==> src/hw/rtl/gtf_div.sv <==
// pipelined restoring divider, one quotient bit per stage
`timescale 1ns / 1ps

module gtf_div #(
   parameter int NUM_W  = 37,
   parameter int DEN_W  = 18,
   parameter int QUO_W  = 23,
   parameter int SIDE_W = 1
) (
   input  logic              clock,
   input  logic              reset,
   input  logic              en,
   input  logic              in_valid,
   input  logic [NUM_W-1:0]  in_num,
   input  logic [DEN_W-1:0]  in_den,
   input  logic [SIDE_W-1:0] in_side,
   output logic              out_valid,
   output logic [QUO_W-1:0]  out_quo,
   output logic [SIDE_W-1:0] out_side
);

   logic              valid_ff [QUO_W];
   logic [DEN_W-1:0]  rem_ff   [QUO_W];
   logic [QUO_W-1:0]  bits_ff  [QUO_W];
   logic [DEN_W-1:0]  den_ff   [QUO_W];
   logic [SIDE_W-1:0] side_ff  [QUO_W];
   logic [NUM_W-1:0]  num_hi;

   // upper dividend bits are already below the divisor
   assign num_hi = in_num >> QUO_W;

   for (genvar i = 0; i < QUO_W; i++) begin : g_step
      logic              src_valid;
      logic [DEN_W-1:0]  src_rem;
      logic [QUO_W-1:0]  src_bits;
      logic [DEN_W-1:0]  src_den;
      logic [SIDE_W-1:0] src_side;
      logic [DEN_W:0]    trial;
      logic              ge;
      logic [DEN_W-1:0]  rem_in;

      if (i == 0) begin : g_first
         assign src_valid = in_valid;
         assign src_rem   = num_hi[DEN_W-1:0];
         assign src_bits  = in_num[QUO_W-1:0];
         assign src_den   = in_den;
         assign src_side  = in_side;
      end else begin : g_next
         assign src_valid = valid_ff[i-1];
         assign src_rem   = rem_ff[i-1];
         assign src_bits  = bits_ff[i-1];
         assign src_den   = den_ff[i-1];
         assign src_side  = side_ff[i-1];
      end

      // trial subtract of one shifted-in bit
      assign trial  = {src_rem, src_bits[QUO_W-1]};
      assign ge     = trial >= {1'b0, src_den};
      assign rem_in = ge ? DEN_W'(trial - {1'b0, src_den}) : trial[DEN_W-1:0];

      always_ff @(posedge clock) begin
         if (reset) begin
            valid_ff[i] <= 1'b0;
         end else if (en) begin
            valid_ff[i] <= src_valid;
         end
      end

      always_ff @(posedge clock) begin
         if (en) begin
            rem_ff[i]  <= rem_in;
            bits_ff[i] <= {src_bits[QUO_W-2:0], ge};
            den_ff[i]  <= src_den;
            side_ff[i] <= src_side;
         end
      end
   end

   assign out_valid = valid_ff[QUO_W-1];
   assign out_quo   = bits_ff[QUO_W-1];
   assign out_side  = side_ff[QUO_W-1];

endmodule

==> config.mk <==
export PLATFORM = sky130hd
export DESIGN_NAME = gtf_div
export DESIGN_NICKNAME = d
export VERILOG_FILES = /design/src/hw/rtl/gtf_div.sv
export SDC_FILE = /design/constraint.sdc
export NUM_CORES = 2
export LEC_CHECK = 0
export ABC_AREA = 1
export BUFFER_PORTS_ARGS = -buffer_cell sky130_fd_sc_hd__buf_2
export CAP_MARGIN = 15
export CORE_ASPECT_RATIO = 0.5
export CORE_MARGIN = 3
export CORE_UTILIZATION = 38
export DETAILED_ROUTE_END_ITERATION = 8
export GPL_ROUTABILITY_DRIVEN = 0
export SKIP_LAST_GASP = 1
export SYNTH_ARGS = -nofsm -noshare
export SYNTH_HDL_FRONTEND = slang
export SYNTH_SLANG_ARGS = --single-unit
==> constraint.sdc <==
create_clock -name clock -period 4.92 [get_ports clock]
set_input_delay 0.492 -clock clock [delete_from_list [all_inputs] [get_ports clock]]
set_output_delay 0.492 -clock clock [all_outputs]
set_load 0.01 [all_outputs]
== Word level (Yosys, flattened, before mapping) ==
Memory sizes are Yosys's and may differ from the RTL's.
Cells that the tools add are included.
Widths: inputs -> output; s select.

* Add/subtract/negate cells: 23
* Multipliers: 0
* Div/mod/pow operators: 0
* Magnitude comparators: 23
* Equal/unequal tests: 0
* Shifts and indexed selects: 0
* Mux-type cells: 52
* Bitwise gates (word level): 23
* Reduce and logical (&&, ||, !) cells: 0

{| class="wikitable"
|+ Operator list
! kind !! number
|-
| $ge 19x18->1 || 22
|-
| $mux 18 || 23
|-
| $sub 18x18->18 || 22
|-
| $mux 1 || 29
|-
| $or 1x1->1 || 23
|-
| $ge 15x18->1 || 1
|-
| $sub 15x18->18 || 1
|}

* Register bits: 0
* Bits in latches: 0
* RAM bits: 1,403
* Bits in read-only memories: 0
* Bits of input ports: 60
* Output and inout port bits: 25
* Logic and storage cells: 126
* Memories: 5

{| class="wikitable"
|+ Memories
! memory !! depth !! width !! rd ports !! clocked after Yosys merged registers in !! wr ports !! RTL line !! text
|-
| bits_ff || 23 || 23 || 23 || 0 || 23 || 24 || <nowiki>logic [QUO_W-1:0] bits_ff [QUO_W];</nowiki>
|-
| den_ff || 23 || 18 || 22 || 0 || 23 || 25 || <nowiki>logic [DEN_W-1:0] den_ff [QUO_W];</nowiki>
|-
| rem_ff || 23 || 18 || 22 || 0 || 23 || 23 || <nowiki>logic [DEN_W-1:0] rem_ff [QUO_W];</nowiki>
|-
| side_ff || 23 || 1 || 23 || 0 || 23 || 26 || <nowiki>logic [SIDE_W-1:0] side_ff [QUO_W];</nowiki>
|-
| valid_ff || 23 || 1 || 23 || 0 || 23 || 22 || <nowiki>logic valid_ff [QUO_W];</nowiki>
|}

== Longest topological paths before layout ==
* Depth after elaboration: 4
* Gate-level depth with buffers: 15
* Depth with buffers taken out: 15

== Least setup slack after synthesis ==
No wires, ideal clock.

* Path kind: input to register
* Start: input port in_num[22]
* End: memory rem_ff[0][8] (data pin)
* Arrival time: 1.949 ns
* Path slack: 2.719 ns
* Stages: 15
* Buffers on the path: 1
* Path through: inv_1 > ha_1 > inv_1 > fa_1 > nand2_1 > nand2_1 > nand3b_1 > nand2_2 > nand2_2 > nand2_4 > nand3b_4 > nand2_4 > buf_6 > nand2_1 > nand2_1

{| class="wikitable"
|+ RTL lines
! what !! RTL line !! text
|-
| from (decl) || 14 || <nowiki>input logic [NUM_W-1:0] in_num,</nowiki>
|-
| to (decl) || 23 ||
|}

==> results by group <==
Outcome
  • Status: finished, final reports clean

Timing
  • Max Fclk: 0.327 GHz
  • Slew Viols, Final: 0
  • Worst slew pin tran: roughly 1.1 ns
  • Fin crit share: slightly above 60%
  • Worst slew margin: 26.2%
  • Final setup TNS: 0 ns
  • Unrepaired setup endpoints after global routing: no
  • Fin. Hold Viols: 0
  • Setup Skew: 0.0683 ns
  • Final worst slack: 1.86 ns
  • Min Tclk post-route: ~3.1 ns
  • Setup violations, final: 0

GRT
  • Largest net degree at the start of global routing: 154
  • Initial antenna violation count: 1
  • Total gr overflow: 0
  • Gr usage total: between 10% and 20%
  • First-pass GRT wire length: 269000 um
  • Vias in the first global route: 50170

Clocking
  • Post-CTS resize count: 0
  • Sink Count: 1367
  • Number of CTS-inserted buffers: 143
  • # H-tree levels: 4
  • Clk Latency, worst-skew pair: 0.80 ns
  • Max clock buf depth: 4
  • CTS tree: built
  • Postcts setup bufs: 0
  • Clock tree root driver cell: clkbuf_16
  • Clock slew at reported path FFs: 0.06 ns

Synthesis
  • Synth unique cells: 38
  • Post-Synthesis Cells: 7832
  • Top cell type's share of synthesized area: 55.9%
  • Synthesized area: about 0.073 mm^2
  • Syn. warnings: 0
  • Syn_nets: 8325
  • Post-synthesis sequential area ratio: 55.9%
  • Synthesized area per cell: 9.38 um^2
  • Area contributors post-synth: edfxtp_1 (56%), nand2_1 (13%), ha_1 (7.0%)
  • Seq cells post-synth: about 1400
  • Yosys top cell by area: edfxtp_1

Die
  • Core ar.: 0.191 mm^2
  • Placement row count: around 110
  • Die height: 317 um
  • Initial Util: 38.5%
  • Die width: 628 um
  • IO Count: 85
  • Die area: 0.199 mm^2

Worst setup path
  • Critical-path top delay cell: nand4_1
  • Kind of start point of the critical path: register
  • Worst Setup SP: den_ff[1][32]
  • R2R Path End: rem_ff[1][36]
  • Crit-path most repeated cell: a21oi_1
  • R2r worst-path depth: 7
  • Crit path largest cell delay: approximately 0.77 ns
  • Worst path cell trace: inv_1 > ha_1 > a21oi_1 > nand2_1 > a21oi_1 > nand4_1 > o21ai_0
  • WP data required: 5.46 ns
  • R2r startpoint: den_ff[1][32]
  • Critical path class: reg2reg
  • Flop2flop setup slack: roughly 1.9 ns
  • CP arrival: 3.60 ns
  • Crit end category: register
  • Worst Path Max Fanout: 20
  • Worst setup path end: rem_ff[1][36]

Power
  • P_leak: around 37 nW
  • Worst vdd ir: 0.292 mV
  • Tot Pwr: approximately 47 mW
  • Pwr Density: roughly 580 mW/mm^2

Drt
  • Drt pass-1 iters: 8
  • Routed len/inst: 15.8 um
  • Via count: 51568
  • Post-route DRC: 0
  • Post-route antenna net violation count: 0
  • Routed WL: 169000 um
  • Drt initial violations: 3993
  • Detailed-route vias per instance: 4.84

Final layout
  • Final-stage net count: 8533
  • Share of layout cells above drive strength 1: 5.47%
  • Area grow syn2layout: 11.0%
  • # fillers: around 18000

Placement
  • Dpl hpwl: roughly 130000 um
  • # port buffers: 84
  • Pre-CTS WS: 1.86 ns

Job
  • Max Cap Violations: 0

Worst hold path
  • Hold/Removal Path Class: in2reg
## cells by family (layout without fill, tap and decap cells)
family,Yosys count,after routing,synth area share (%)
xor+xnor,175,175,2.09
buf+inv,1299,1600,7.14
simple gates,4193,4193,24.4
fa+ha+maj,433,433,7.60
compound gates,365,365,2.88
other cells,0,1,0
flops,1367,1367,55.9
## report_power, final
| part | switching (mW) | internal, mW | leakage, nW |
|---|---|---|---|
| sequential | 1.45 | 16.1 | 13.4 |
| clock | 4.58 | 5.90 | 2.12 |
| combinational | 12.5 | 6.60 | 21.3 |
| total | 18.6 | 28.6 | 36.8 |
## worst min path at each step
stage / to / slack (ns) / cells past startpoint / startpoint
2_1_floorplan: bits_ff[0][100] / 0.40 / 0 / bits_ff[0][76]
3_3_place_gp: bits_ff[0][74] / 0.40 / 0 / bits_ff[0][50]
3_5_place_dp: bits_ff[0][100] / 0.40 / 0 / bits_ff[0][76]
4_1_cts: rem_ff[0][9] / 0.003 / 3 / in_num[31]
5_1_grt: den_ff[0][13] / 0.01 / 1 / in_den[13]
6_report: den_ff[0][13] / 0.07 / 1 / in_den[13]
## final cells by class
| class | count | area (um^2) | share of cell area (%) |
|---|---|---|---|
| diodes | 1 | 2.50 | 0.00307 |
| clock buffers | 164 | 3720 | 4.57 |
| clock inverters | 74 | 654 | 0.803 |
| inverters | 1201 | 4510 | 5.53 |
| multi-input cells | 5166 | 27100 | 33.3 |
| flip-flops and latches | 1367 | 41000 | 50.4 |
| well taps | 2530 | 3170 | 3.88 |
| repair buffers | 161 | 1260 | 1.54 |
## routing by layer
layer  track usage [%]  vias to the layer above  wire (um)
li1                  -                    26167          -
met1              21.5                    23945      73700
met2              29.7                     1159      82100
met3              2.44                      297       7670
met4              5.15                        0       5250
met5                 0                        -          0
## registers in the layout (all words and copies together) (netlist names)
register / count
den_ff: 396
valid_ff: 23
rem_ff: 396
side_ff: 23
bits_ff: 529
## Yosys cell counts
cell,number
nand2_1,2526
edfxtp_1,1367
inv_1,1201
nand3_1,659
nor2_1,577
ha_1,411
a21oi_1,195
nand3b_1,169
xor2_1,169
nor3_1,85
o21ai_1,56
nand4_1,50
o21ai_0,47
or2_2,42
buf_2,40
buf_6,29
nand2_2,28
buf_4,27
o21bai_1,25
a21oi_2,22
fa_1,22
and2_1,21
nor2_2,11
a41oi_2,8
nand2_4,7
nand4_4,7
nor4_1,7
o21ai_2,6
xnor2_1,6
clkbuf_1,2
nand3_2,2
o21a_1,2
a21boi_0,1
a21oi_4,1
a31oi_1,1
a31oi_2,1
nand3b_4,1
or2_0,1
## worst max-delay path: cells and delay by family (launching register included)
| kind | cells | cell delay (ns) |
|---|---|---|
| flops | 1 | 0.48 |
| fa+ha+maj | 1 | 0.34 |
| buf+inv | 1 | 0.08 |
| compound gates | 3 | 1.01 |
| simple gates | 2 | 0.90 |
## cell usage in the layout (no fill, tap or decap), drive strengths merged
| cell | instances |
|---|---|
| a21boi | 1 |
| a21oi | 218 |
| a31oi | 2 |
| a41oi | 8 |
| and2 | 21 |
| buf | 114 |
| bufinv | 9 |
| clkbuf | 164 |
| clkinv | 51 |
| clkinvlp | 9 |
| diode | 1 |
| dlygate4sd3 | 47 |
| edfxtp | 1367 |
| fa | 22 |
| ha | 411 |
| inv | 1206 |
| nand2 | 2561 |
| nand3 | 661 |
| nand3b | 170 |
| nand4 | 57 |
| nor2 | 588 |
| nor3 | 85 |
| nor4 | 7 |
| o21a | 2 |
| o21ai | 109 |
| o21bai | 25 |
| or2 | 43 |
| xnor2 | 6 |
| xor2 | 169 |
## stage by stage
stage	instance area, um^2	hold slack (ns)	util, %	cells
6_report	81500	0.0722	42.7	10664
5_1_grt	81500	0.0114	42.7	10663
4_1_cts	81500	0.00347	42.7	10663
3_5_place_dp	76600	0.405	40.2	10378
3_3_place_gp	76600	0.400	40.2	10378
2_1_floorplan	73400	0.400	-	7832
## repair_timing
item	4_1_cts	5_1_grt
endpoints found under the setup margin	0	0
hold buffers	47	0
endpoints found under the hold margin	47	0
(Power assumes the default switching activity.)
