`config.mk`:
```
export PLATFORM = sky130hd
export DESIGN_NAME = gtf_ser
export DESIGN_NICKNAME = d
export VERILOG_FILES = /design/src/hw/rtl/gtf_pkg.sv /design/src/hw/rtl/gtf_ser.sv
export SDC_FILE = /design/constraint.sdc
export NUM_CORES = 1
export LEC_CHECK = 0
export BUFFER_PORTS_ARGS = -buffer_cell sky130_fd_sc_hd__buf_2
export CAP_MARGIN = 15
export CORE_MARGIN = 1
export CORE_UTILIZATION = 45
export CTS_BUF_LIST = sky130_fd_sc_hd__clkbuf_16
export DETAILED_ROUTE_END_ITERATION = 7
export HOLD_SLACK_MARGIN = 0.08
export PLACE_DENSITY = 0.71
export SKIP_CTS_REPAIR_TIMING = 1
export SYNTH_ARGS = -nofsm -noshare
export SYNTH_HDL_FRONTEND = slang
export SYNTH_SLANG_ARGS = --single-unit
```
`constraint.sdc`:
```
create_clock -name clock -period 12.3 [get_ports clock]
set_input_delay 0.615 -clock clock [delete_from_list [all_inputs] [get_ports clock]]
set_output_delay 0.615 -clock clock [all_outputs]
set_load 0.005 [all_outputs]
```
`src/hw/rtl/gtf_pkg.sv`:
```
// shared types and constants for the mode to crtc timing block
`timescale 1ns / 1ps

package gtf_pkg;

   // number of register writes per mode
   localparam int WRITES = 20;

   // register indexes
   localparam logic [4:0] CR_HTOTAL   = 5'h00;
   localparam logic [4:0] CR_HDISP    = 5'h01;
   localparam logic [4:0] CR_HBSTART  = 5'h02;
   localparam logic [4:0] CR_HBEND    = 5'h03;
   localparam logic [4:0] CR_HSSTART  = 5'h04;
   localparam logic [4:0] CR_HSEND    = 5'h05;
   localparam logic [4:0] CR_VTOTAL   = 5'h06;
   localparam logic [4:0] CR_OVERFLOW = 5'h07;
   localparam logic [4:0] CR_MAXSCAN  = 5'h09;
   localparam logic [4:0] CR_VSSTART  = 5'h10;
   localparam logic [4:0] CR_VSEND    = 5'h11;
   localparam logic [4:0] CR_VDEND    = 5'h12;
   localparam logic [4:0] CR_OFFSET   = 5'h13;
   localparam logic [4:0] CR_VBSTART  = 5'h15;
   localparam logic [4:0] CR_VBEND    = 5'h16;
   localparam logic [4:0] CR_MODE     = 5'h17;
   localparam logic [4:0] CR_LINECMP  = 5'h18;
   localparam logic [4:0] EX_SCREEN   = 5'd25;
   localparam logic [4:0] EX_HORIZ    = 5'd26;
   localparam logic [4:0] EX_EXTRA    = 5'd27;

   // write order of one run
   localparam logic [4:0] SEL_TAB [WRITES] = '{
      CR_HTOTAL, CR_HDISP, CR_HBSTART, CR_HBEND, CR_HSSTART, CR_HSEND, CR_VTOTAL,
      CR_OVERFLOW, CR_MAXSCAN, CR_VSSTART, CR_VSEND, CR_VDEND, CR_OFFSET, CR_VBSTART,
      CR_VBEND, CR_MODE, CR_LINECMP, EX_SCREEN, EX_HORIZ, EX_EXTRA
   };

   // fixed register contents
   localparam logic [7:0] MODE_VALUE    = 8'hc3;
   localparam logic [7:0] LINECMP_VALUE = 8'hff;

   // timing constants
   localparam logic [19:0] MICRO_PER_SEC = 20'd1000000;
   localparam logic [9:0]  MIN_VSBP_US   = 10'd550;
   localparam logic [25:0] MIN_VSBP_Q16  = 26'd36044800;
   localparam logic [35:0] MICRO_Q16     = 36'd65536000000;
   localparam logic [21:0] CPRIME_Q16    = 22'd1966080;
   localparam logic [22:0] HUNDRED_Q16   = 23'd6553600;
   localparam logic [18:0] KHZ_MAX       = 19'd500000;

   // reciprocals for the constant divisions, exact over the operand ranges
   localparam logic [24:0] RECIP10        = 25'd26843546;
   localparam int          RECIP10_SHIFT  = 28;
   localparam logic [12:0] RECIP100       = 13'd5243;
   localparam int          RECIP100_SHIFT = 19;

   // mode bounds
   localparam logic [11:0] W_MIN = 12'd320;
   localparam logic [11:0] W_MAX = 12'd2048;
   localparam logic [11:0] H_MIN = 12'd200;
   localparam logic [11:0] H_MAX = 12'd2048;
   localparam logic [6:0]  R_MIN = 7'd50;
   localparam logic [6:0]  R_MAX = 7'd120;

   // timing context carried down the pipeline
   typedef struct packed {
      logic [11:0] w;
      logic [11:0] h;
      logic [6:0]  r;
      logic        deep;
      logic [22:0] hpe;
      logic [11:0] vtot;
      logic [22:0] hp;
      logic [20:0] duty;
      logic [9:0]  hblank;
      logic [11:0] htot;
      logic [9:0]  clk_q;
   } cx_type;

   // counters handed to the write sequencer
   typedef struct packed {
      logic [11:0] ht;
      logic [11:0] hd;
      logic [11:0] hs;
      logic [11:0] he;
      logic [11:0] hbe;
      logic [11:0] vt;
      logic [11:0] vd;
      logic [11:0] vs;
      logic [11:0] ve;
      logic [11:0] vbe;
      logic [7:0]  pitch;
      logic [18:0] khz;
   } crtc_type;

endpackage

```
`src/hw/rtl/gtf_ser.sv`:
```
// write sequencer: turns one timing set into twenty register writes
`timescale 1ns / 1ps

module gtf_ser
   import gtf_pkg::*;
(
   input  logic        clock,
   input  logic        reset,
   input  logic        in_valid,
   output logic        in_ready,
   input  crtc_type    in_crtc,
   output logic        rsp_valid,
   input  logic        rsp_stall,
   output logic [4:0]  rsp_reg_select,
   output logic [7:0]  rsp_reg_value,
   output logic [18:0] rsp_pixel_clock_khz,
   output logic        rsp_last_write
);

   logic        item_valid_ff;
   logic [4:0]  idx_ff;
   crtc_type    crtc_ff;
   logic        out_valid_ff;
   logic [4:0]  out_sel_ff;
   logic [7:0]  out_val_ff;
   logic [18:0] out_khz_ff;
   logic        out_last_ff;

   logic        out_move;
   logic        emit;
   logic        last_slot;
   logic        load;
   logic [4:0]  sel_cur;
   logic [7:0]  val_cur;

   // handshake between held item and output register
   assign out_move  = !out_valid_ff || !rsp_stall;
   assign emit      = item_valid_ff && out_move;
   assign last_slot = idx_ff == 5'(WRITES - 1);
   assign in_ready  = !item_valid_ff || (emit && last_slot);
   assign load      = in_valid && in_ready;
   assign sel_cur   = SEL_TAB[idx_ff];

   // register byte packing
   always_comb begin
      unique case (sel_cur)
         CR_HTOTAL:   val_cur = crtc_ff.ht[7:0];
         CR_HDISP:    val_cur = crtc_ff.hd[7:0];
         CR_HBSTART:  val_cur = crtc_ff.hd[7:0];
         CR_HBEND:    val_cur = {3'b100, crtc_ff.hbe[4:0]};
         CR_HSSTART:  val_cur = crtc_ff.hs[7:0];
         CR_HSEND:    val_cur = {crtc_ff.hbe[5], 2'b00, crtc_ff.he[4:0]};
         CR_VTOTAL:   val_cur = crtc_ff.vt[7:0];
         CR_OVERFLOW: val_cur = {crtc_ff.vs[9], crtc_ff.vd[9], crtc_ff.vt[9], 1'b1,
                                 crtc_ff.vd[8], crtc_ff.vs[8], crtc_ff.vd[8],
                                 crtc_ff.vt[8]};
         CR_MAXSCAN:  val_cur = {2'b01, crtc_ff.vd[9], 5'b00000};
         CR_VSSTART:  val_cur = crtc_ff.vs[7:0];
         CR_VSEND:    val_cur = {4'b0010, crtc_ff.ve[3:0]};
         CR_VDEND:    val_cur = crtc_ff.vd[7:0];
         CR_OFFSET:   val_cur = crtc_ff.pitch;
         CR_VBSTART:  val_cur = crtc_ff.vd[7:0];
         CR_VBEND:    val_cur = crtc_ff.vbe[7:0];
         CR_MODE:     val_cur = MODE_VALUE;
         CR_LINECMP:  val_cur = LINECMP_VALUE;
         EX_SCREEN:   val_cur = {3'b000, crtc_ff.hbe[6], crtc_ff.vd[10], crtc_ff.vs[10],
                                 crtc_ff.vd[10], crtc_ff.vt[10]};
         EX_HORIZ:    val_cur = {4'b0000, crtc_ff.hs[8], crtc_ff.hd[8], crtc_ff.hd[8],
                                 crtc_ff.ht[8]};
         EX_EXTRA:    val_cur = {1'b0, crtc_ff.vd[11], 1'b0, crtc_ff.vs[11], 1'b0,
                                 crtc_ff.vd[11], 1'b0, crtc_ff.vt[11]};
         default:     val_cur = 8'h00;
      endcase
   end

   // control state
   always_ff @(posedge clock) begin
      if (reset) begin
         item_valid_ff <= 1'b0;
         idx_ff        <= 5'd0;
         out_valid_ff  <= 1'b0;
      end else begin
         if (out_move) begin
            out_valid_ff <= item_valid_ff;
         end
         if (load) begin
            item_valid_ff <= 1'b1;
            idx_ff        <= 5'd0;
         end else if (emit) begin
            idx_ff <= last_slot ? 5'd0 : idx_ff + 5'd1;
            if (last_slot) begin
               item_valid_ff <= 1'b0;
            end
         end
      end
   end

   // payload
   always_ff @(posedge clock) begin
      if (load) begin
         crtc_ff <= in_crtc;
      end
      if (emit) begin
         out_sel_ff  <= sel_cur;
         out_val_ff  <= val_cur;
         out_khz_ff  <= crtc_ff.khz;
         out_last_ff <= last_slot;
      end
   end

   assign rsp_valid           = out_valid_ff;
   assign rsp_reg_select      = out_sel_ff;
   assign rsp_reg_value       = out_val_ff;
   assign rsp_pixel_clock_khz = out_khz_ff;
   assign rsp_last_write      = out_last_ff;

endmodule

```
Word level (Yosys, flattened, before mapping)
Memories as Yosys holds them, arrays and structs flattened.
Cells that the tools add are included.
W data, S select, Z words.

word-level totals
  memory bits (read-only) = 160
  memories = 1
  register bits after elaboration = 154
  output and inout bits = 35

memories
  memory            depth  width  read ports  clocked after Yosys merged registers in  wr ports  line           text
  (name not given)  32     5      1           0                                        0         gtf_ser.sv:42  assign sel_cur = SEL_TAB[idx_ff];

operators by class
  order comparisons = 1
  eq/ne operators = 20
  bitwise logic cells = 1
  multiplexer cells = 7
  reductions and logical operators = 15
  $add $sub $neg = 1

operators by type and width
  kind                   count
  $pmux W8 S18           1
  $eq A5 B5 Y1 const B   12
  $eq A5 B3 Y1 const B   4
  $mux W5                3
  $eq A5 B2 Y1 const B   2
  $ge A6 B6 Y1 const B   1
  $not A5 Y6             1
  $reduce_or A2 Y1       3
  $add A5 B1 Y5 const B  1
  $eq A5 B1 Y1 const B   1
  $eq A5 B4 Y1 const B   1
  $logic_not A5 Y1       1
  $reduce_bool A2 Y1     2
  $logic_and A1 B1 Y1    3
  $logic_not A1 Y1       3
  $mux W1                3
  $logic_or A1 B1 Y1     2
  $reduce_and A2 Y1      1

Depth between registers and ports, before layout
Gate-level depths: netlist of run 1.

  depth in word-level cells = 8
  gate-level depth with buffers = 9
  mapped depth without buffers = 7

Worst setup path after synthesis of run 1
OpenSTA, ideal clock, no wires.

  path kind = input to register
  start point = input rsp_stall
  end point = register crtc_ff[0] in the netlist's numbering (enable)
  setup slack = 6174 ps
  data required time = 11812 ps
  arrival time = 5638 ps
  stages on the path = 4
  path buffers = 0
  setup time = 488 ps
  cell sequence = a21boi_1 -> nand2_1 -> nand2_1 -> and2_1

between the ends
  longest elaborated chain between the ends = 6

RTL lines
  what                    line            text
  start: declaration      gtf_ser.sv:13   input logic rsp_stall,
  $logic_not A1 Y1        gtf_ser.sv:37   assign out_move = !out_valid_ff || !rsp_stall;
  $logic_or A1 B1 Y1      gtf_ser.sv:37
  $logic_and A1 B1 Y1     gtf_ser.sv:38   assign emit = item_valid_ff && out_move;
  $logic_and A1 B1 Y1     gtf_ser.sv:40   assign in_ready = !item_valid_ff || (emit && last_slot);
  $logic_or A1 B1 Y1      gtf_ser.sv:40
  via in_ready            gtf_ser.sv:10   output logic in_ready,
  $logic_and A1 B1 Y1     gtf_ser.sv:41   assign load = in_valid && in_ready;
  via load                gtf_ser.sv:32   logic load;
  end signal: assignment  gtf_ser.sv:101  crtc_ff <= in_crtc;
  end: declaration        gtf_ser.sv:22   crtc_type crtc_ff;

The timed path passes the listed nets, and every way through them passes these cells.
A chain may end at the register's enable or synchronous reset.

Worst setup path in the final report of run 1
  start point = register idx_ff[4]
  end point = register crtc_ff[29] in the netlist's numbering (enable)

between the ends
  longest elaborated chain between the ends = 4

RTL lines
  what                      line           text
  start: declaration        gtf_ser.sv:21  logic [4:0] idx_ff;
  start signal: assignment  gtf_ser.sv:90  idx_ff <= last_slot ? 5'd0 : idx_ff + 5'd1;
  $eq A5 B5 Y1              gtf_ser.sv:39  assign last_slot = idx_ff == 5'(WRITES - 1);
  via last_slot             gtf_ser.sv:31  logic last_slot;
  $logic_and A1 B1 Y1       gtf_ser.sv:40
  $logic_or A1 B1 Y1        gtf_ser.sv:40
  $logic_and A1 B1 Y1       gtf_ser.sv:41
  via load                  gtf_ser.sv:32

The timed path passes the listed nets, and every way through them passes these cells.

==> key figures, run 1 <==
STA
  – FMAX: 315 MHz
  – Max-slew violation count: 0
  – Slew @ Worst Pin: approximately 0.90 ns
  – Final hold vios: 0
  – Max-slew headroom: between 30% and 40%
  – RSZ-0062 raised after global routing: false
  – Final setup skew: about 0.013 ns
  – Min cycle time layout: 3.17 ns
  – Setup TNS: 0 ns
  – Tcrit/Tclk final: approximately 26%
  – Setup violations, final: 0

Min path
  – Worst Hold Path Cells: 1
  – Worst hold path class: primary input to flip-flop

Run
  – Max-cap violations: 0

Layout
  – Register Area: 4550 sq um
  – N_diodes: 0
  – FILL cells: 1050
  – Area Overhead vs Synth: 25.6%
  – Area of the multi-input gates: roughly 1400 sq um
  – Layout cells sized above 1: 35.7%
  – Net count reported at finish: 696

GRT
  – First-pass GRT wire length: ~20000 um
  – Initial antenna violation count: 0
  – Overflow after GRT: 0
  – Pin count of the biggest net entering global routing: 67
  – Number of global-route vias before repair: approximately 3800
  – Tot GR Track Use: 20.0%

Floorplanning
  – Initial Util: 45.9%
  – # IOs: 186
  – Die Height: 118 um
  – Core Rows: 42
  – Die area: between 10000 and 15000 sq um
  – Core Area: 13200 sq um
  – Die width: about 120 um

Route
  – 1st-pass router iterations: 5
  – DRC Markers: 0
  – Via count: about 3900
  – Wire length per cell: 18.2 um
  – WL final: 13300 um
  – Antenna-violating nets left: 0
  – Vias/cell: 5.40
  – Starting DRT DRC Count: roughly 370

Worst setup path
  – Reg2Reg Depth: 5
  – Crit Path Category: flip-flop to flip-flop
  – Crit. End Element: flip-flop
  – CP max FO: 66
  – Slowest stage delay, CP: ~0.9 ns
  – Most used cell, CP: nand2_1
  – WP data required: 12.36 ns
  – Crit start category: flip-flop
  – Max stage delay cell, worst path: dfxtp_1
  – CP arrival: 3.23 ns
  – CP Cell Sequence: and4bb_2 > nand2_1 > nand2_1 > and2_4 > buf_4

Synthesis
  – FF+latch count, synth: 154
  – Avg Inst Size Synth: 15.8 sq um
  – Yosys cell types: between 60 and 70
  – Seq/Total Area, Yosys: roughly 75%
  – Share of flip-flops with an asynchronous set or reset: 0%
  – Synth Instances: 384
  – Most used flip-flop cell after synthesis: edfxtp_1
  – Post-synthesis cell area: 6050 sq um
  – Post-synth EDFFs: approximately 150
  – Yosys Warn Count: 0
  – Synth area leaders: edfxtp_1 (73%), dfxtp_1 (2.3%), nand2_1 (1.7%)
  – Share of the synthesized area in the top cell type: approximately 73%
  – Area leader, netlist: edfxtp_1
  – Post-Syn Nets: 539

Power
  – Pwr Density: 162 nW/um^2
  – VDD IR max: 0.113 mV
  – Tot Pwr: 1.23 mW
  – Static Leakage: 2.91 nW

Clock tree
  – Clock buffer count from CTS: 17
  – CTS HTree Levels: 4
  – Worst-path clk slew: approximately 0.060 ns
  – Buffer type at the clock tree root: clkbuf_16
  – Maximum clock insertion buffer count: 2
  – Clock tree from TritonCTS: built
  – Sink Count: 154
  – Skew-Pair Late Insertion Delay: 0.43 ns

Place
  – DPL Wire Length: 9050 um
  – IO buf count: 152
  – Global placer's final weighted congestion: 0.849

Run status
  – Status: completed
metrics by stage:
stage / utilization [%] / worst slack [ns] / hold slack [ns] / area, sq um / cells
2_1_floorplan: - / 6.17 / 0.400 / 6050 / 384
3_3_place_gp: 52.9 / 9.21 / 0.401 / 6980 / 698
3_5_place_dp: 52.9 / 9.11 / 0.405 / 6980 / 698
4_1_cts: 57.6 / 9.12 / 0.344 / 7600 / 730
5_1_grt: 57.6 / 8.95 / 0.335 / 7600 / 730
6_report: 57.6 / 9.13 / 0.359 / 7600 / 730
power breakdown:
part	switching, mW	internal (mW)
sequential	0.00850	0.610
clock	0.190	0.354
combinational	0.0416	0.0302
total	0.240	0.994
flip-flops by register name (all words and copies together), names as in the netlist:
| signal | flops |
|---|---|
| rsp_reg_select | 5 |
| rsp_valid | 1 |
| rsp_last_write | 1 |
| rsp_pixel_clock_khz | 19 |
| item_valid_ff | 1 |
| idx_ff | 5 |
| crtc_ff | 114 |
| rsp_reg_value | 8 |
worst paths after layout:
check                    from                      end  slack [ns]
setup / recovery    idx_ff[4]              crtc_ff[29]        9.13
hold / removal    in_crtc[19]              crtc_ff[19]        0.36
setup reg to reg    idx_ff[4]              crtc_ff[29]        9.13
hold reg to reg   crtc_ff[10]  rsp_pixel_clock_khz[10]        0.42
synth_stat cells, types with 2 or more instances:
| library cell | count |
|---|---|
| a211o_1 | 7 |
| a211oi_1 | 2 |
| a21o_1 | 2 |
| a21oi_1 | 13 |
| a221oi_1 | 3 |
| a222oi_1 | 2 |
| a22oi_1 | 6 |
| a2bb2oi_1 | 2 |
| a32oi_1 | 3 |
| and2_1 | 2 |
| and3_1 | 2 |
| buf_2 | 9 |
| buf_4 | 5 |
| clkbuf_1 | 4 |
| dfxtp_1 | 7 |
| edfxtp_1 | 147 |
| ha_1 | 4 |
| inv_1 | 6 |
| mux2i_1 | 5 |
| nand2_1 | 28 |
| nand2b_1 | 7 |
| nand3_1 | 15 |
| nand4_1 | 12 |
| nor2_1 | 15 |
| nor2b_1 | 5 |
| nor3_1 | 9 |
| nor3b_1 | 2 |
| nor4_1 | 3 |
| o211a_1 | 2 |
| o211ai_1 | 2 |
| o21ai_0 | 11 |
| o22ai_1 | 3 |
| or3_1 | 4 |
| or3b_1 | 2 |
| xnor2_1 | 3 |
metal layers:
metal  vias up  GRT usage (%)  part of all wire [%]
met2       226           30.6                    47
met3        33           6.25                   8.0
li1       1837              -                     -
met4         0           10.0                   2.7
met5         -              0                     0
met1      1846           25.6                    42
logic make-up after synthesis:
logic type | share of synthesized area (%)
xor gates and xnor gates | 0.579
DFF | 75.3
buffers and inverters | 2.11
muxes | 1.39
and+or+nand+nor | 10.7
adders and majority gates | 0.827
AOI/OAI and AO/OA | 9.14
cells in the final DEF (no fill, tap or decap), types with 4 or more instances in the layout:
cell type,instances
edfxtp_1,147
nor2b_1,5
nand2_1,28
nand2b_1,7
nand3_1,15
dfxtp_1,7
o21ai_0,11
bufinv_16,5
inv_1,10
mux2i_1,5
a22oi_1,6
buf_2,152
nand4_1,12
a211o_1,7
or3_1,4
ha_1,4
buf_4,5
nor2_1,15
a21oi_1,13
nor3_1,9
clkbuf_16,17
critical path, delay by kind of cell, from the launching register on:
kind,cells,cell delay (ns)
AND/OR/NAND/NOR,4,1.11
flip-flops,1,0.91
buffers and inverters,1,0.75
layout make-up:
cell class,instances,share of cell area [%]
well taps,176,2.90
multi-input cells,204,18.2
clock buffers,17,5.59
clock inverters,15,2.57
inverters,7,0.346
repair buffers,157,10.5
flip-flops and latches,154,59.9
Note: power is estimated with default switching activity, not from simulation.
==> inputs of run 2 (changes only) <==
ABC_AREA = 1   (was not set)
PLACE_DENSITY = 0.74   (was 0.71)
clock period = 2.75 ns   (was 12.3 ns; I/O delays follow)
==> run 2 against run 1 <==
Sequential share of layout area fell by 8.3 points. Highest routed layer unchanged. Critical path depth rose by 4. Flip-flop and latch count did not move. Routed wire length rose by 14%. Count of clock-buffer cells in the layout did not move. Cell area rose by 16%.
==> key figures, run 2 <==
GRT
  – Pin count of the biggest net entering global routing: 40 (was 67)
  – Overflow after GRT: 0 (unchanged)
  – GR met2 Demand/Resource: 31.1% (was 30.6%)
  – Tot GR Track Use: 19.9% (was 20.0%)
  – Initial antenna violation count: 0 (unchanged)
  – Number of global-route vias before repair: 4015 (was 3825)
  – Routing usage on met1: 26.3% (was 25.6%)
  – Global routing's busiest layer: met2 (unchanged)
  – GR Util met3: 5.31% (was 6.25%)
  – First-pass GRT wire length: 20800 um (was 20200 um)

Worst setup path
  – Crit. End Element: flip-flop (unchanged)
  – Crit start category: flip-flop (unchanged)
  – WP data required: 3.03 ns (was 12.36 ns)
  – Max stage delay cell, worst path: dfxtp_1 (unchanged)
  – CP arrival: 2.76 ns (was 3.23 ns)
  – Slowest stage delay, CP: 0.49 ns (was 0.91 ns)
  – Crit Path Category: flip-flop to flip-flop (unchanged)
  – CP Cell Sequence: inv_2 > ha_1 > nand3_1 > nand2_2 > nor2_4 > nand4_1 > o21ai_0 > nor2_1 > nand3_1 (was and4bb_2 > nand2_1 > nand2_1 > and2_4 > buf_4)
  – Most used cell, CP: nand3_1 (was nand2_1)
  – Worst Path Buf+Inv: 1 (unchanged)
  – CP top delay family: simple AND/OR/NAND/NOR gates (unchanged)
  – CP max FO: 19 (was 66)

Synthesis
  – Synth area leaders: edfxtp_1 (72%), nand2_1 (5.1%), nor2_1 (3.9%) (was edfxtp_1 (73%), dfxtp_1 (2.3%), nand2_1 (1.7%))
  – Cell with the most instances after synthesis: edfxtp_1 (unchanged)
  – Seq/Total Area, Yosys: 74.3% (was 75.3%)
  – Most used flip-flop cell after synthesis: edfxtp_1 (unchanged)
  – Commonest cells post-synth: edfxtp_1 (147), nand2_1 (83), nor2_1 (64), inv_1 (50), nand3_1 (45) (was edfxtp_1 (147), nand2_1 (28), nand3_1 (15), nor2_1 (15), a21oi_1 (13))
  – Share of flip-flops with an asynchronous set or reset: 0% (unchanged)
  – Yosys Warn Count: 0 (unchanged)
  – FF+latch count, synth: 154 (unchanged)
  – Share of the synthesized area in the top cell type: 72.0% (was 72.9%)
  – Post-Syn Nets: 642 (was 539)
  – Area leader, netlist: edfxtp_1 (unchanged)
  – Avg Inst Size Synth: 12.6 sq um (was 15.8 sq um)
  – Post-synthesis cell area: 6130 sq um (was 6050 sq um)
  – Post-synth EDFFs: 147 (unchanged)
  – Synth Instances: 487 (was 384)
  – Yosys cell types: 30 (was 65)

STA
  – Tcrit/Tclk final: 90.3% (was 25.8%)
  – Min cycle time layout: 2.48 ns (was 3.17 ns)
  – RSZ-0062 raised after global routing: false (unchanged)
  – Slew @ Worst Pin: 0.623 ns (was 0.901 ns)
  – Setup violations, final: 0 (unchanged)
  – Final hold vios: 0 (unchanged)
  – Max-slew headroom: 58.3% (was 39.8%)
  – FMAX: 403 MHz (was 315 MHz)
  – Max-slew violation count: 0 (unchanged)
  – Final setup skew: 0.00898 ns (was 0.0134 ns)
  – Setup TNS: 0 ns (unchanged)

Clock tree
  – Skew-Pair Late Insertion Delay: 0.42 ns (was 0.43 ns)
  – Clock tree from TritonCTS: built (unchanged)
  – Buffer type at the clock tree root: clkbuf_16 (unchanged)
  – Maximum clock insertion buffer count: 2 (unchanged)
  – Sink Count: 154 (unchanged)
  – Clock buffer count from CTS: 17 (unchanged)
  – CTS HTree Levels: 4 (unchanged)
  – Worst-path clk slew: 0.06 ns (about the same)

Layout
  – Most common cell after layout, fill and taps aside: buf_2 (unchanged)
  – Area of the multi-input gates: 1290 sq um (was 1380 sq um)
  – FILL cells: 979 (was 1050)
  – Most flop-heavy register: crtc_ff (unchanged)
  – N_diodes: 0 (unchanged)
  – Commonest non-fill, non-tap cells in the layout: buf_2 (152), edfxtp_1 (147), dlygate4sd3_1 (116) (was buf_2 (152), edfxtp_1 (147), nand2_1 (28))
  – Max reg flops: 114 (unchanged)
  – Net count reported at finish: 929 (was 696)
  – Register Area: 4550 sq um (unchanged)
  – Non-filler cells, final: 963 (was 730)
  – Layout cells sized above 1: 27.3% (was 35.7%)
  – Area Overhead vs Synth: 44.0% (was 25.6%)

Place
  – Placed insts: 815 (was 698)
  – IO buf count: 152 (unchanged)
  – Global placer's final weighted congestion: 0.855 (was 0.849)
  – DPL Wire Length: 9600 um (was 9050 um)

Power
  – VDD IR max: 0.534 mV (was 0.113 mV)
  – Pwr Density: 591 nW/um^2 (was 162 nW/um^2)
  – Static Leakage: 3.72 nW (was 2.91 nW)

Run status
  – Status: completed (unchanged)

Floorplanning
  – Die area: 14100 sq um (was 13900 sq um)
  – Die width: 119 um (was 118 um)
  – Core Area: 13200 sq um (about the same)
  – Die Height: 119 um (was 118 um)
  – # IOs: 186 (unchanged)
  – Core Rows: 42 (unchanged)
  – Initial Util: 46.3% (was 45.9%)

Min path
  – Worst hold path class: primary input to flip-flop (unchanged)

Route
  – Wire length per cell: 15.6 um (was 18.2 um)
  – Vias/cell: 4.87 (was 5.40)
  – Starting DRT DRC Count: 419 (was 367)
  – DRC Markers: 0 (unchanged)
  – Antenna-violating nets left: 0 (unchanged)
  – WL final: 15100 um (was 13300 um)
  – 1st-pass router iterations: 5 (unchanged)
  – Via count: 4690 (was 3942)

Run
  – Max-cap violations: 0 (unchanged)
[run 2: cell types whose count changed after synthesis, sizes merged, moves of 6 or more]
cell,change
nand3,+31
a21oi,-10
inv,+50
o21ai,-6
nand2b,-8
nand2,+62
a211o,-7
nand4,+22
nor2,+53
a22oi,-6
[run 2: stage by stage]
step | hold slack, ns | utilization [%] | power, mW | area (sq um) | setup WS [ns]
final | 0.0821 | 66.7 | 5.22 | 8830 | 0.268
after global routing | 0.118 | 66.7 | 5.40 | 8830 | 0.0748
after CTS | -0.126 | 57.9 | 5.13 | 7670 | 0.320
after detailed placement | 0.316 | 54.0 | 3.14 | 7160 | 0.355
after global placement | 0.315 | 54.0 | 3.12 | 7160 | 0.406
after floorplan | 0.207 | - | 2.94 | 6140 | 0.154
[run 2: cell type report]
cell class	count	share of cell area (%)
clock buffers	17	4.82
clock inverters	15	0.978
inverters	57	2.51
multi-input cells	265	14.6
flip-flops and latches	154	51.6
well taps	176	2.49
repair buffers	279	23.0
[run 2: cell families (layout without fill, tap and decap cells)]
| family | after synthesis | in the layout | synth area share (%) |
|---|---|---|---|
| adder cells (fa/ha/maj) | 4 | 4 | 0.816 |
| AO/OA/AOI/OAI | 12 | 12 | 1.18 |
| buffers and inverters | 68 | 368 | 4.67 |
| XOR/XNOR | 2 | 2 | 0.286 |
| flip-flops | 154 | 154 | 74.3 |
| AND/OR/NAND/NOR | 247 | 247 | 18.8 |
[run 2: final timing paths]
kind | slack [ns] | cells after the start | end | startpoint
worst min register to register | 0.42 | 0 | rsp_pixel_clock_khz[10] | crtc_ff[10]
worst min-delay path | 0.08 | 3 | item_valid_ff | in_valid
worst max register to register | 0.27 | 9 | rsp_reg_value[5] | idx_ff[0]
worst max-delay path | 0.27 | 9 | rsp_reg_value[5] | idx_ff[0]
[run 2: routing by layer]
metal	up-vias	part of all wire [%]
met5	-	0
met4	0	1.7
met3	22	6.3
met2	201	51
met1	2189	41
li1	2278	-
[run 2: power breakdown]
group | internal [mW] | total, mW | switching (mW) | leakage [nW]
logic | 0.229 | 0.434 | 0.204 | 2.01
registers | 2.75 | 2.79 | 0.0430 | 1.46
clock network | 1.13 | 2.00 | 0.867 | 0.248
[run 2: worst min-delay path, cell delays in order]
cell and delay (ns):
buf_2 0.08, nand2_1 0.11, a21oi_1 0.13
